===== config.mk =====
export PLATFORM = sky130hd
export DESIGN_NAME = lhm_count_store
export DESIGN_NICKNAME = d
export VERILOG_FILES = /design/src/sv/lhm_pkg.sv /design/src/sv/lhm_count_store.sv
export SDC_FILE = /design/constraint.sdc
export NUM_CORES = 1
export LEC_CHECK = 0
export ABC_CLOCK_PERIOD_IN_PS = 2680
export BUFFER_PORTS_ARGS = -buffer_cell sky130_fd_sc_hd__buf_2
export CELL_PAD_IN_SITES_DETAIL_PLACEMENT = 2
export CELL_PAD_IN_SITES_GLOBAL_PLACEMENT = 2
export CORE_MARGIN = 1.5
export CORE_UTILIZATION = 50
export DETAILED_ROUTE_END_ITERATION = 16
export PLACE_DENSITY_LB_ADDON = 0.1
export SETUP_SLACK_MARGIN = 0.05
export SYNTH_ARGS = -nofsm -noshare
export SYNTH_HDL_FRONTEND = slang
export SYNTH_SLANG_ARGS = --single-unit

===== constraint.sdc =====
create_clock -name clock -period 2.68 [get_ports clock]
set_input_delay 0.402 -clock clock [delete_from_list [all_inputs] [get_ports clock]]
set_output_delay 0.402 -clock clock [all_outputs]
set_load 0.05 [all_outputs]

===== src/sv/lhm_pkg.sv =====
package lhm_pkg;

   // Field widths of the request and response payloads.
   localparam int KIND_W   = 2;
   localparam int POS_W    = 11;
   localparam int LETTER_W = 5;
   localparam int COUNT_W  = 11;

   // Histogram geometry.
   localparam int NUM_BINS = 26;
   localparam int BIN_W    = 5;
   localparam logic [BIN_W-1:0]   BIN_LAST  = BIN_W'(NUM_BINS - 1);
   localparam logic [COUNT_W-1:0] COUNT_TOP = {COUNT_W{1'b1}};

   // Request kinds carried on tuser.
   typedef enum logic [KIND_W-1:0] {
      KIND_LOAD    = 2'd0,
      KIND_QUERY   = 2'd1,
      KIND_REPLACE = 2'd2
   } kind_type;

   // Sequencer states.
   typedef enum logic [2:0] {
      ST_IDLE,
      ST_OLD_RD,
      ST_OLD_WR,
      ST_SCAN,
      ST_SCAN_LAST,
      ST_INC_RD,
      ST_INC_WR
   } state_type;

   // Write port of the count memory.
   typedef struct packed {
      logic               we;
      logic [BIN_W-1:0]   addr;
      logic [COUNT_W-1:0] data;
   } cnt_wr_type;

endpackage


===== src/sv/lhm_count_store.sv =====
module lhm_count_store (
   input  logic                         clock,
   input  logic                         reset,
   input  lhm_pkg::cnt_wr_type          wr,
   input  logic [lhm_pkg::BIN_W-1:0]    rd_addr,
   output logic [lhm_pkg::COUNT_W-1:0]  rd_data
);
   import lhm_pkg::*;

   logic [COUNT_W-1:0]  mem_ff [NUM_BINS];
   logic [NUM_BINS-1:0] vld_ff;
   logic [COUNT_W-1:0]  rd_data_ff;

   // Valid bits make every bin read as zero after reset until first written.
   always_ff @(posedge clock) begin
      if (reset) begin
         vld_ff <= '0;
      end else if (wr.we) begin
         vld_ff[wr.addr] <= 1'b1;
      end
   end

   // Count storage with a registered read; a same-cycle write is not forwarded.
   always_ff @(posedge clock) begin
      if (wr.we) begin
         mem_ff[wr.addr] <= wr.data;
      end
      rd_data_ff <= vld_ff[rd_addr] ? mem_ff[rd_addr] : '0;
   end

   assign rd_data = rd_data_ff;

endmodule


==> reports/qor.log, run 1 <==
qor: power.power.ir.vdd_worst 0.622 mV
qor: synthesis.synth_xor_area_share 0%
qor: synthesis.synth_compound_gate_area_share 5.51%
qor: routing.drt_iter0_drc 768
qor: clock_network.post_cts_hold_buffer_count 0
qor: synthesis.synth_top_area_share 68.5%
qor: synthesis.asyncSetResetFlopFracSynth 0%
qor: timing.maximum_clock_frequency 486 MHz
qor: floorplan.floorplan.die_area 26,000 um^2
qor: synthesis.ys_ff_latch 323
qor: synthesis.post_synthesis_sequential_area_ratio 74.4%
qor: floorplan.io-pin-count 35
qor: clock_network.clock_tree.buffer_depth 3
qor: synthesis.synth-edff-count 286
qor: synthesis.yosysMostFrequentCell edfxtp_1
qor: synthesis.yosys-mux-area-fraction 12.7%
qor: synthesis.largest_family_of_logic_cells_by_synthesized_area multiplexers
qor: timing.post_layout_minimum_cycle_time 2.06 ns
qor: routing.vias 7,460
qor: global_routing.first_pass_grt_wire_length 59.8 mm
qor: global_routing.grt_usage 32.8%
qor: global_routing.first_global_vias 8,146
qor: synthesis.syn_area 12,500 um^2
qor: routing.wire_per_inst 35.0 um
qor: synthesis.synth_nets 768
qor: synthesis.synthesis_warning_total 0
qor: setup_path.critical_path_class in2reg
qor: clock_network.worst_setup_hold_path_clk_slew 0.06 ns
qor: routing.drt_first_pass_iters 5
qor: timing.setup_tns 0 ns
qor: placed_design.dpl.hpwl 23.5 mm
qor: timing.fin_skew 0.0335 ns
qor: power.power_per_cell_area 779 nW/um^2
qor: synthesis.synth_cells 744
qor: placed_design.gp_routability_congestion 0.756
qor: setup_path.timing.reg2reg.setup_slack 0.63 ns
qor: synthesis.syn-mean-instance-area 16.8 um^2
qor: setup_path.crit-reg2reg-capture rd_data[6]
qor: timing.hold_viol_final 0
qor: timing.tightest_slew 0.739 ns
qor: setup_path.critical_path.endpoint_type register
qor: floorplan.floorplan.initialDensity 51.2%
qor: status.run_status finished, final reports clean
qor: final_layout.final_cell_area 14,500 um^2
qor: placed_design.portBuffers 34
qor: synthesis.post_synth_main_area_contributors edfxtp_1, dfxtp_1, mux2i_1, mux2_2, nor2_1
qor: worst_hold_path.hold_removal_path_class in2reg
qor: clock_network.cts.repair_timing.setup_buffer_count 0
qor: floorplan.die-height 161 um
qor: timing.finalCritPeriodShare 76.8%
qor: final_layout.num-nets-final 850
qor: setup_path.crit_arrival 2.45 ns
qor: clock_network.cts-resized-gates 0
qor: synthesis.synth-simple-area-share 5.31%
qor: floorplan.fp.dieW 161 um
qor: timing.final-max-slew-violation-count 0
qor: setup_path.worst_r2r_path_depth 6
qor: global_routing.maximum_number_of_pins_on_one_net_before_global_route_repair 30
qor: floorplan.coreArea 24,500 um^2
qor: final_layout.drive_above_1_share 24.8%
qor: routing.vias_per_cell 6.33
qor: clock_network.tritoncts built
qor: synthesis.synth_flop_cell edfxtp_1
qor: setup_path.reg2reg_from vld_ff[4]
qor: setup_path.crit_end rd_data[6]
qor: setup_path.worst_setup_path_startpoint rd_addr[1]
qor: final_layout.nFillCells 2,023
qor: placed_design.dpl_cell_area 13,300 um^2
qor: final_layout.layout_area_growth_over_synthesis 15.7%
qor: clock_network.numCtsBuffers 36
qor: setup_path.req_time_crit_path 3.07 ns
qor: global_routing.global_route_congestion_overflow_total 0
qor: synthesis.yosys.area_share.adder 0%
qor: timing.rsz0062_at_grt false
qor: synthesis.synthDistinctLibCells 31
qor: final_layout.final_core_util 59.3%
qor: setup_path.crit_fanout 22
qor: clock_network.clock-root-buffer clkbuf_16
qor: clock_network.clock_insertion_delay_worst_skew 0.54 ns
qor: final_layout.antenna_cells 0
qor: setup_path.startpoint_type primary input
qor: routing.drt_drc_violations_left 0
qor: power.p_leak 4.99 nW
qor: power.post-layout-total-power 11.3 mW
qor: routing.wirelength 41.2 mm
qor: timing.setup_viol 0
qor: synthesis.synth_top_area_cell edfxtp_1
qor: clock_network.cts_max_level 2
qor: routing.antenna_left 0
qor: flow_run.timing.max_cap.violations 0
qor: global_routing.number_of_antenna_violations_at_the_first_check_in_global_routing 1
qor: synthesis.ys_top_cells_by_count edfxtp_1, nor2_1, mux2i_1, mux2_2, dfxtp_1
qor: timing.relSlewSlack 50.1%
qor: clock_network.clock_sinks 323
qor: floorplan.fp-row-count 57
[worst min-delay path by stage]
stage / startpoint / endpoint / slack, ns / depth (start not counted)
after global placement: vld_ff[25] / vld_ff[25] / 0.45 / 2
after floorplan: vld_ff[23] / vld_ff[23] / 0.43 / 2
after detailed placement: vld_ff[14] / vld_ff[14] / 0.47 / 2
after CTS: reset / vld_ff[11] / 0.38 / 2
final: reset / vld_ff[11] / 0.39 / 2
after global routing: reset / vld_ff[4] / 0.41 / 2
[logic make-up after synthesis]
| family | after synthesis |
|---|---|
| AO/OA/AOI/OAI | 92 |
| buffers and inverters | 44 |
| AND/OR/NAND/NOR | 149 |
| flip-flops | 323 |
| multiplexers | 136 |
[cell usage in the layout, fill, tap and decap left out, drive strengths merged]
cell type  count
nand2b         2
or2            1
mux2i         66
and3          11
a31oi          2
nor2b         12
dfxtp         37
a22o           1
nand2         26
or3b           3
nor2          84
clkbuf        54
o22ai         22
inv            5
bufinv         2
clkinv         7
or3            1
nand3          4
o21ai         11
a211oi        11
nand3b         5
mux2          57
edfxtp       286
a2bb2oi        1
a221oi        22
o311ai        11
mux4          13
buf           86
o22a          11
[power by group]
group	internal [mW]	switching, mW
clock	2.92	2.09
sequential	5.55	0.0331
combinational	0.221	0.481
[state kept, by name (all words and copies together), names as in the netlist]
| signal | count |
|---|---|
| rd_data | 11 |
| mem_ff | 286 |
| vld_ff | 26 |
[routing by layer]
layer  wire length (um)  global-route usage [%]
met1              17400                    45.1
met4                914                    8.96
met2              20300                    54.7
met5                  9                       0
met3               2600                    4.85
[stage by stage]
step | setup WS (ns) | hold slack, ns | instances
finish | 0.622 | 0.393 | 1178
CTS | 0.652 | 0.381 | 1178
global route | 0.595 | 0.413 | 1178
global placement | 0.384 | 0.447 | 1112
detailed placement | 0.245 | 0.474 | 1112
floorplan | 0.737 | 0.435 | 744
[worst max-delay path, stage by stage]
cell and delay, ns:
buf_4 0.24, buf_12 0.22, buf_4 0.38, mux2_2 0.41, o22ai_1 0.20, a221oi_1 0.09, o22a_1 0.25, and3_1 0.23
[area by class of cell]
class	instances	area, um^2	area share [%]
Clock buffer	54	1050	7.24
Clock inverter	12	120	0.828
Inverter	2	7.51	0.0518
Multi-Input combinational cell	377	2950	20.4
Sequential cell	323	9330	64.3
Tap cell	324	405	2.80
Timing Repair Buffer	86	638	4.40
No activity file was read; power rests on OpenSTA's default activity.
==> run 2: changes to the inputs <==
--- a/config.mk
+++ b/config.mk
@@ -5,12 +5,13 @@
 export SDC_FILE = /design/constraint.sdc
 export NUM_CORES = 1
 export LEC_CHECK = 0
-export ABC_CLOCK_PERIOD_IN_PS = 2680
+export ABC_AREA = 1
+export ABC_CLOCK_PERIOD_IN_PS = 1830
 export BUFFER_PORTS_ARGS = -buffer_cell sky130_fd_sc_hd__buf_2
 export CELL_PAD_IN_SITES_DETAIL_PLACEMENT = 2
 export CELL_PAD_IN_SITES_GLOBAL_PLACEMENT = 2
 export CORE_MARGIN = 1.5
-export CORE_UTILIZATION = 50
+export CORE_UTILIZATION = 38
 export DETAILED_ROUTE_END_ITERATION = 16
 export PLACE_DENSITY_LB_ADDON = 0.1
 export SETUP_SLACK_MARGIN = 0.05
==> constraint.sdc (replaced) <==
create_clock -name clock -period 1.83 [get_ports clock]
set_input_delay 0.2745 -clock clock [delete_from_list [all_inputs] [get_ports clock]]
set_output_delay 0.2745 -clock clock [all_outputs]
set_load 0.05 [all_outputs]
==> run 2 against run 1 <==
Against the previous run: sequential cell count did not move; via count grew 27%; total power up 47%; cell count grew 55%; die area up 39%; critical endpoint is now rd_data[9].
==> reports/qor.log, run 2 <==
qor: setup_path.path_cells buf_2
qor: final_layout.finish.cell_count_without_fillers 1,821 [+55%]
qor: clock_network.numCtsBuffers 38 [+5.6%]
qor: synthesis.synth_flop_cell edfxtp_1
qor: power.switching_power 3.83 mW [+47%]
qor: synthesis.post_synth_main_area_contributors edfxtp_1, nand2_1, dfxtp_1, nand3_1, nor2_1
qor: synthesis.post_synthesis_sequential_area_ratio 70.1% [-4.3 points]
qor: floorplan.fp-row-count 68 [+19%]
qor: power.fraction_of_power_spent_switching_nets 23.1% [+0.050 points]
qor: routing.drt_first_pass_iters 4 [-1]
qor: routing.antenna_left 0 [unchanged]
qor: placed_design.post-place-ws -0.190 ns [-0.435 ns]
qor: floorplan.die-height 190 um [+18%]
qor: synthesis.asyncSetResetFlopFracSynth 0% [unchanged]
qor: final_layout.drive_above_1_share 12.7% [-12 points]
qor: final_layout.storage_element_area 9330 um^2 [unchanged]
qor: synthesis.yosysMostFrequentCell nand2_1
qor: timing.hold_viol_final 0 [unchanged]
qor: power.power_per_cell_area 1050 nW/um^2 [+35%]
qor: routing.wirelength 43.2 mm [+4.8%]
qor: routing.wire_per_inst 23.7 um [-32%]
qor: power.combPwrFrac 7.7% [+1.5 points]
qor: synthesis.syn-mean-instance-area 10.6 um^2 [-37%]
qor: synthesis.synth_compound_gate_area_share 3.58% [-1.9 points]
qor: power.p_leak 6.22 nW [+25%]
qor: timing.maximum_clock_frequency 653 MHz
qor: global_routing.global_route_congestion_overflow_total 0 [unchanged]
qor: global_routing.grt_usage 24.7% [-8.1 points]
qor: worst_hold_path.hold_removal_path_class in2reg
qor: final_layout.nFillCells 3,553 [+76%]
qor: synthesis.synth_nets 1,274 [+66%]
qor: synthesis.yosys-mux-area-fraction 0% [-13 points]
qor: setup_path.timing.reg2reg.setup_slack 0.40 ns [-0.23 ns]
qor: final_layout.largest_register_ffs 286 [unchanged]
qor: status.run_status finished, final reports clean
qor: timing.fin_skew 0.0122 ns [-0.0212 ns]
qor: worst_hold_path.hold_path_startpoint reset
qor: final_layout.layout_common_cells nand2_1, edfxtp_1, nand3_1
qor: final_layout.registers.top_by_ff_count mem_ff
qor: placed_design.gp_routability_congestion 0.782 [+3.3%]
qor: power.post-layout-total-power 16.6 mW [+47%]
qor: timing.setup_viol 0 [unchanged]
qor: final_layout.final_core_util 45.7% [-14 points]
qor: global_routing.maximum_number_of_pins_on_one_net_before_global_route_repair 44 [+47%]
qor: final_layout.num-nets-final 1,363 [+60%]
qor: synthesis.synth-simple-area-share 20.3% [+15 points]
qor: clock_network.cts-resized-gates 0 [unchanged]
qor: floorplan.floorplan.initialDensity 38.5% [-13 points]
qor: routing.drt_drc_violations_left 0 [unchanged]
qor: routing.vias 9,471 [+27%]
qor: setup_path.req_time_crit_path 1.56 ns [-1.51 ns]
qor: floorplan.coreArea 34,500 um^2 [+41%]
qor: timing.final-max-slew-violation-count 0 [unchanged]
qor: synthesis.yosys.area_share.adder 0% [unchanged]
qor: setup_path.critPathTopFamily flip-flops
qor: global_routing.first_global_vias 10,500 [+29%]
qor: setup_path.startpoint_type register
qor: synthesis.synth_top_area_cell edfxtp_1
qor: timing.finalCritPeriodShare 83.7%
qor: synthesis.synth_xor_area_share 0% [unchanged]
qor: floorplan.io-pin-count 35 [unchanged]
qor: synthesis.ys_ff_latch 323 [unchanged]
qor: routing.vias_per_cell 5.20 [-18%]
qor: setup_path.crit_arrival 1.26 ns [-1.19 ns]
qor: final_layout.final_common_cell nand2_1
qor: timing.post_layout_minimum_cycle_time 1.53 ns
qor: synthesis.synth_cells 1,250 [+68%]
qor: setup_path.critical_path_class reg2out
qor: setup_path.critical_path.endpoint_type output port
qor: clock_network.clock_insertion_delay_worst_skew 0.52 ns [-0.02 ns]
qor: synthesis.synthDistinctLibCells 23 [-26%]
qor: timing.relSlewSlack 50.6% [+0.55 points]
qor: power.p_int 12.7 mW [+47%]
qor: placed_design.dpl.cell_count 1,754 [+58%]
qor: global_routing.number_of_antenna_violations_at_the_first_check_in_global_routing 0 [-1]
qor: setup_path.critPathMaxStageDelay 0.43 ns [+0.02 ns]
qor: floorplan.fp.dieW 190 um [+18%]
qor: setup_path.timing.critical_path.buf_inv 1 [-2]
qor: power.power_frac_clock 43.0% [-1.4 points]
qor: setup_path.reg2reg_from mem_ff[17][5]
qor: routing.drt_iter0_drc 639 [-17%]
qor: timing.rsz0062_at_grt false
qor: power.power_frac_seq 49.3% [about the same]
qor: clock_network.tritoncts built
qor: synthesis.ys_top_cells_by_count nand2_1, edfxtp_1, nand3_1, nor2_1, inv_1
qor: clock_network.post_cts_hold_buffer_count 0 [unchanged]
qor: clock_network.cts_max_level 2 [unchanged]
qor: synthesis.synth-edff-count 286 [unchanged]
qor: synthesis.synth_top_area_share 64.5% [-4.0 points]
qor: synthesis.syn_area 13,300 um^2 [+6.2%]
qor: timing.fin_worst_setup_slack 0.298 ns [-0.325 ns]
qor: power.power.ir.vdd_worst 0.699 mV [+12%]
qor: setup_path.crit_fanout 1 [-95%]
qor: clock_network.worst_setup_hold_path_clk_slew 0.06 ns [about the same]
qor: flow_run.timing.max_cap.violations 0 [unchanged]
qor: clock_network.clock_sinks 323 [unchanged]
qor: placed_design.dpl.hpwl 27.8 mm [+18%]
qor: clock_network.clock-root-buffer clkbuf_16
qor: synthesis.synthesis_warning_total 0 [unchanged]
qor: clock_network.clock_tree.buffer_depth 3 [unchanged]
qor: clock_network.cts.repair_timing.setup_buffer_count 0 [unchanged]
qor: setup_path.worst_setup_path_startpoint rd_data[9]
qor: floorplan.floorplan.die_area 36,200 um^2 [+39%]
qor: placed_design.portBuffers 34 [unchanged]
qor: final_layout.antenna_cells 0 [unchanged]
qor: final_layout.layout_area_growth_over_synthesis 18.7%
qor: setup_path.critPathSlowestCell dfxtp_1
qor: final_layout.multi_input_area 3170 um^2 [+7.5%]
qor: timing.tightest_slew 0.741 ns [+0.00107 ns]
qor: synthesis.largest_family_of_logic_cells_by_synthesized_area simple AND/OR/NAND/NOR gates
qor: global_routing.first_pass_grt_wire_length 65.2 mm [+9.0%]
run 2: logic make-up after synthesis:
family	after synthesis
compound gates	87
buf+inv	183
flops	323
simple gates	657
run 2: per-layer routing:
metal | GRT usage (%) | part of all wire (%) | up-vias
met3 | 2.62 | 2.8 | 57
li1 | - | - | 4340
met1 | 32.3 | 45 | 4932
met4 | 6.21 | 2.0 | 0
met2 | 43.7 | 50 | 142
met5 | 0 | 0 | -
run 2: worst paths after layout:
kind                      to  depth (start not counted)
setup reg to reg  rd_data[5]                          8
setup / recovery  rd_data[9]                          1
hold / removal    vld_ff[17]                          2
hold reg to reg   vld_ff[24]                          2
run 2: area by class of cell:
class	count	area share [%]
sequential	323	59.1
multi-input combinational	744	20.1
clock buffer	62	7.25
timing repair buffer	115	7.10
tap	455	3.60
inverter	117	2.80
clock inverter	5	0.127
run 2: power groups by stage:
stage,clock (mW),combinational (mW),sequential (mW)
global route,7.52,1.38,8.17
detailed placement,0,1.28,8.32
CTS,7.28,1.30,8.17
finish,7.13,1.28,8.17
global placement,0,1.24,8.32
floorplan,0,0.571,8.38
run 2: through the flow:
stage	hold WS [ns]	TNS (ns)	instance area, um^2
after floorplan	0.373	0	13300
after global placement	0.444	-0.441	14600
after detailed placement	0.458	-0.640	14600
after CTS	0.277	0	15800
after global routing	0.316	0	15800
final	0.291	0	15800
==> run 3: changes to the inputs <==
--- a/config.mk
+++ b/config.mk
@@ -6,12 +6,12 @@
 export NUM_CORES = 1
 export LEC_CHECK = 0
 export ABC_AREA = 1
-export ABC_CLOCK_PERIOD_IN_PS = 1830
+export ABC_CLOCK_PERIOD_IN_PS = 1600
 export BUFFER_PORTS_ARGS = -buffer_cell sky130_fd_sc_hd__buf_2
 export CELL_PAD_IN_SITES_DETAIL_PLACEMENT = 2
 export CELL_PAD_IN_SITES_GLOBAL_PLACEMENT = 2
 export CORE_MARGIN = 1.5
-export CORE_UTILIZATION = 38
+export CORE_UTILIZATION = 42
 export DETAILED_ROUTE_END_ITERATION = 16
 export PLACE_DENSITY_LB_ADDON = 0.1
 export SETUP_SLACK_MARGIN = 0.05
==> constraint.sdc (replaced) <==
create_clock -name clock -period 1.6 [get_ports clock]
set_input_delay 0.24 -clock clock [delete_from_list [all_inputs] [get_ports clock]]
set_output_delay 0.24 -clock clock [all_outputs]
set_load 0.05 [all_outputs]
==> run 3 against run 2 <==
Against the previous run: register-to-register slack got worse by 0.23 ns; global-route usage is 5.6 points higher; sequential cell count did not move; clock power rose by 14%; largest cell class unchanged; critical path depth unchanged; sequential power is 14% higher.
==> reports/qor.log, run 3 (synthesis results as in run 2) <==
qor: floorplan.io-pin-count 35 [unchanged]
qor: global_routing.first_global_vias 11,100 [+6.0%]
qor: routing.vias 9,933 [+4.9%]
qor: final_layout.layout_common_cells nand2_1, edfxtp_1, nand3_1
qor: floorplan.die-height 181 um [-4.8%]
qor: routing.antenna_left 0 [unchanged]
qor: setup_path.timing.critical_path.buf_inv 1 [unchanged]
qor: global_routing.maximum_number_of_pins_on_one_net_before_global_route_repair 36 [-18%]
qor: setup_path.critPathMaxStageDelay 0.38 ns [-0.05 ns]
qor: setup_path.crit-reg2reg-capture rd_data[2]
qor: setup_path.crit_arrival 1.20 ns [-0.06 ns]
qor: floorplan.floorplan.die_area 32,800 um^2 [-9.4%]
qor: power.power.ir.vdd_worst 0.802 mV [+15%]
qor: final_layout.largest_register_ffs 286 [unchanged]
qor: setup_path.req_time_crit_path 1.36 ns [-0.20 ns]
qor: clock_network.worst_setup_hold_path_clk_slew 0.06 ns [about the same]
qor: setup_path.reg2reg_from mem_ff[4][2]
qor: placed_design.dpl.hpwl 30.7 mm [+11%]
qor: timing.tightest_slew 0.704 ns [-0.0362 ns]
qor: timing.setup_tns 0 ns [unchanged]
qor: floorplan.fp.dieW 181 um [-4.8%]
qor: routing.vias_per_cell 5.59 [+7.5%]
qor: global_routing.grt_usage 30.2% [+5.6 points]
qor: global_routing.number_of_antenna_violations_at_the_first_check_in_global_routing 1 [+1]
qor: global_routing.global_route_congestion_overflow_total 0 [unchanged]
qor: setup_path.worst_r2r_path_depth 8 [unchanged]
qor: worst_hold_path.worst_hold_path_cells 1 [-1]
qor: clock_network.post_cts_hold_buffer_count 0 [unchanged]
qor: routing.drt_iter0_drc 886 [+39%]
qor: timing.finalCritPeriodShare 89.7%
qor: clock_network.cts_max_level 2 [unchanged]
qor: clock_network.tritoncts built
qor: flow_run.timing.max_cap.violations 0 [unchanged]
qor: setup_path.critical_path.endpoint_type output port
qor: timing.post_layout_minimum_cycle_time 1.44 ns
qor: power.p_leak 6.32 nW [+1.6%]
qor: routing.drt_drc_violations_left 0 [unchanged]
qor: final_layout.antenna_cells 0 [unchanged]
qor: placed_design.gp_routability_congestion 0.796 [+1.9%]
qor: worst_hold_path.hold_end mem_ff[4][10]
qor: setup_path.crit_fanout 1 [unchanged]
qor: floorplan.fp-row-count 64 [-5.9%]
qor: final_layout.drive_above_1_share 14.0% [+1.3 points]
qor: routing.drt_first_pass_iters 5 [+1]
qor: timing.fin_skew 0.00997 ns [-0.00227 ns]
qor: floorplan.floorplan.initialDensity 43.1% [+4.5 points]
qor: worst_hold_path.hold_path_startpoint wr[10]
qor: timing.relSlewSlack 53.0% [+2.4 points]
qor: clock_network.clock_tree.buffer_depth 3 [unchanged]
qor: global_routing.first_pass_grt_wire_length 71.9 mm [+10%]
qor: setup_path.path_cells buf_2
qor: floorplan.coreArea 30,900 um^2 [-11%]
qor: setup_path.startpoint_type register
qor: timing.hold_viol_final 0 [unchanged]
qor: final_layout.multi_input_area 3180 um^2 [+0.32%]
qor: final_layout.registers.top_by_ff_count mem_ff
qor: power.power_per_cell_area 1200 nW/um^2 [+14%]
qor: placed_design.portBuffers 34 [unchanged]
qor: final_layout.final_common_cell nand2_1
qor: final_layout.layout_area_growth_over_synthesis 19.5%
qor: setup_path.critPathTopFamily flip-flops
qor: final_layout.finish.cell_count_without_fillers 1,777 [-2.4%]
qor: timing.maximum_clock_frequency 696 MHz
qor: clock_network.clock_insertion_delay_worst_skew 0.52 ns [about the same]
qor: setup_path.critPathSlowestCell dfxtp_1
qor: routing.wirelength 48.1 mm [+11%]
qor: final_layout.storage_element_area 9330 um^2 [unchanged]
qor: clock_network.clock_sinks 323 [unchanged]
qor: timing.final-max-slew-violation-count 0 [unchanged]
qor: clock_network.clock-root-buffer clkbuf_16
qor: setup_path.critical_path_class reg2out
qor: clock_network.numCtsBuffers 36 [-5.3%]
qor: worst_hold_path.hold_removal_path_class in2reg
qor: routing.wire_per_inst 27.1 um [+14%]
qor: power.post-layout-total-power 19.1 mW [+15%]
qor: final_layout.nFillCells 3,132 [-12%]
qor: timing.setup_viol 0 [unchanged]
qor: status.run_status finished, final reports clean
qor: timing.rsz0062_at_grt false
qor: placed_design.dpl.cell_count 1,713 [-2.3%]
qor: final_layout.num-nets-final 1,379 [+1.2%]
qor: setup_path.timing.reg2reg.setup_slack 0.17 ns [-0.23 ns]
run 3: layout make-up:
cell class / count / area share (%)
multi-input combinational: 744 / 20.0
clock buffer: 57 / 6.54
inverter: 117 / 2.78
tap: 396 / 3.11
sequential: 323 / 58.6
timing repair buffer: 133 / 8.35
clock inverter: 7 / 0.558
run 3: worst max path at each step:
stage,startpoint,endpoint,slack (ns),cells after the start
after floorplan,wr[16],mem_ff[21][0],0.11,4
after global placement,rd_addr[0],rd_data[2],-0.15,11
after detailed placement,rd_addr[0],rd_data[2],-0.33,11
after CTS,mem_ff[4][2],rd_data[2],0.07,8
after global routing,mem_ff[4][3],rd_data[3],0.05,8
final,rd_data[6],rd_data[6],0.16,1
run 3: stage by stage:
step,cell area [um^2],worst slack (ns),util [%],hold WS [ns]
6_report,15900,0.164,51.5,0.183
5_1_grt,15900,0.0550,51.5,0.166
4_1_cts,15900,0.0735,51.4,0.160
3_5_place_dp,14800,-0.334,47.8,0.470
3_3_place_gp,14800,-0.149,47.8,0.442
2_1_floorplan,13300,0.110,-,0.339
run 3: where the power goes:
group          switching, mW  total (mW)  internal (mW)
Sequential            0.0523        9.34           9.29
Combinational           1.11        1.57          0.455
Clock                   3.37        8.15           4.79
Total                   4.53        19.1           14.5
run 3: routing by layer:
metal,vias up,track usage (%),wire (um)
li1,4378,-,-
met1,5146,38.4,19800
met2,301,52.6,24300
met3,108,4.35,2140
met4,0,11.3,1770
met5,-,0,0
run 3: what timing repair did:
action | 4_1_cts | 5_1_grt
setup endpoints to repair | 1 | 1
resized for setup | 2 | 1
buffers inserted | 0 | 0
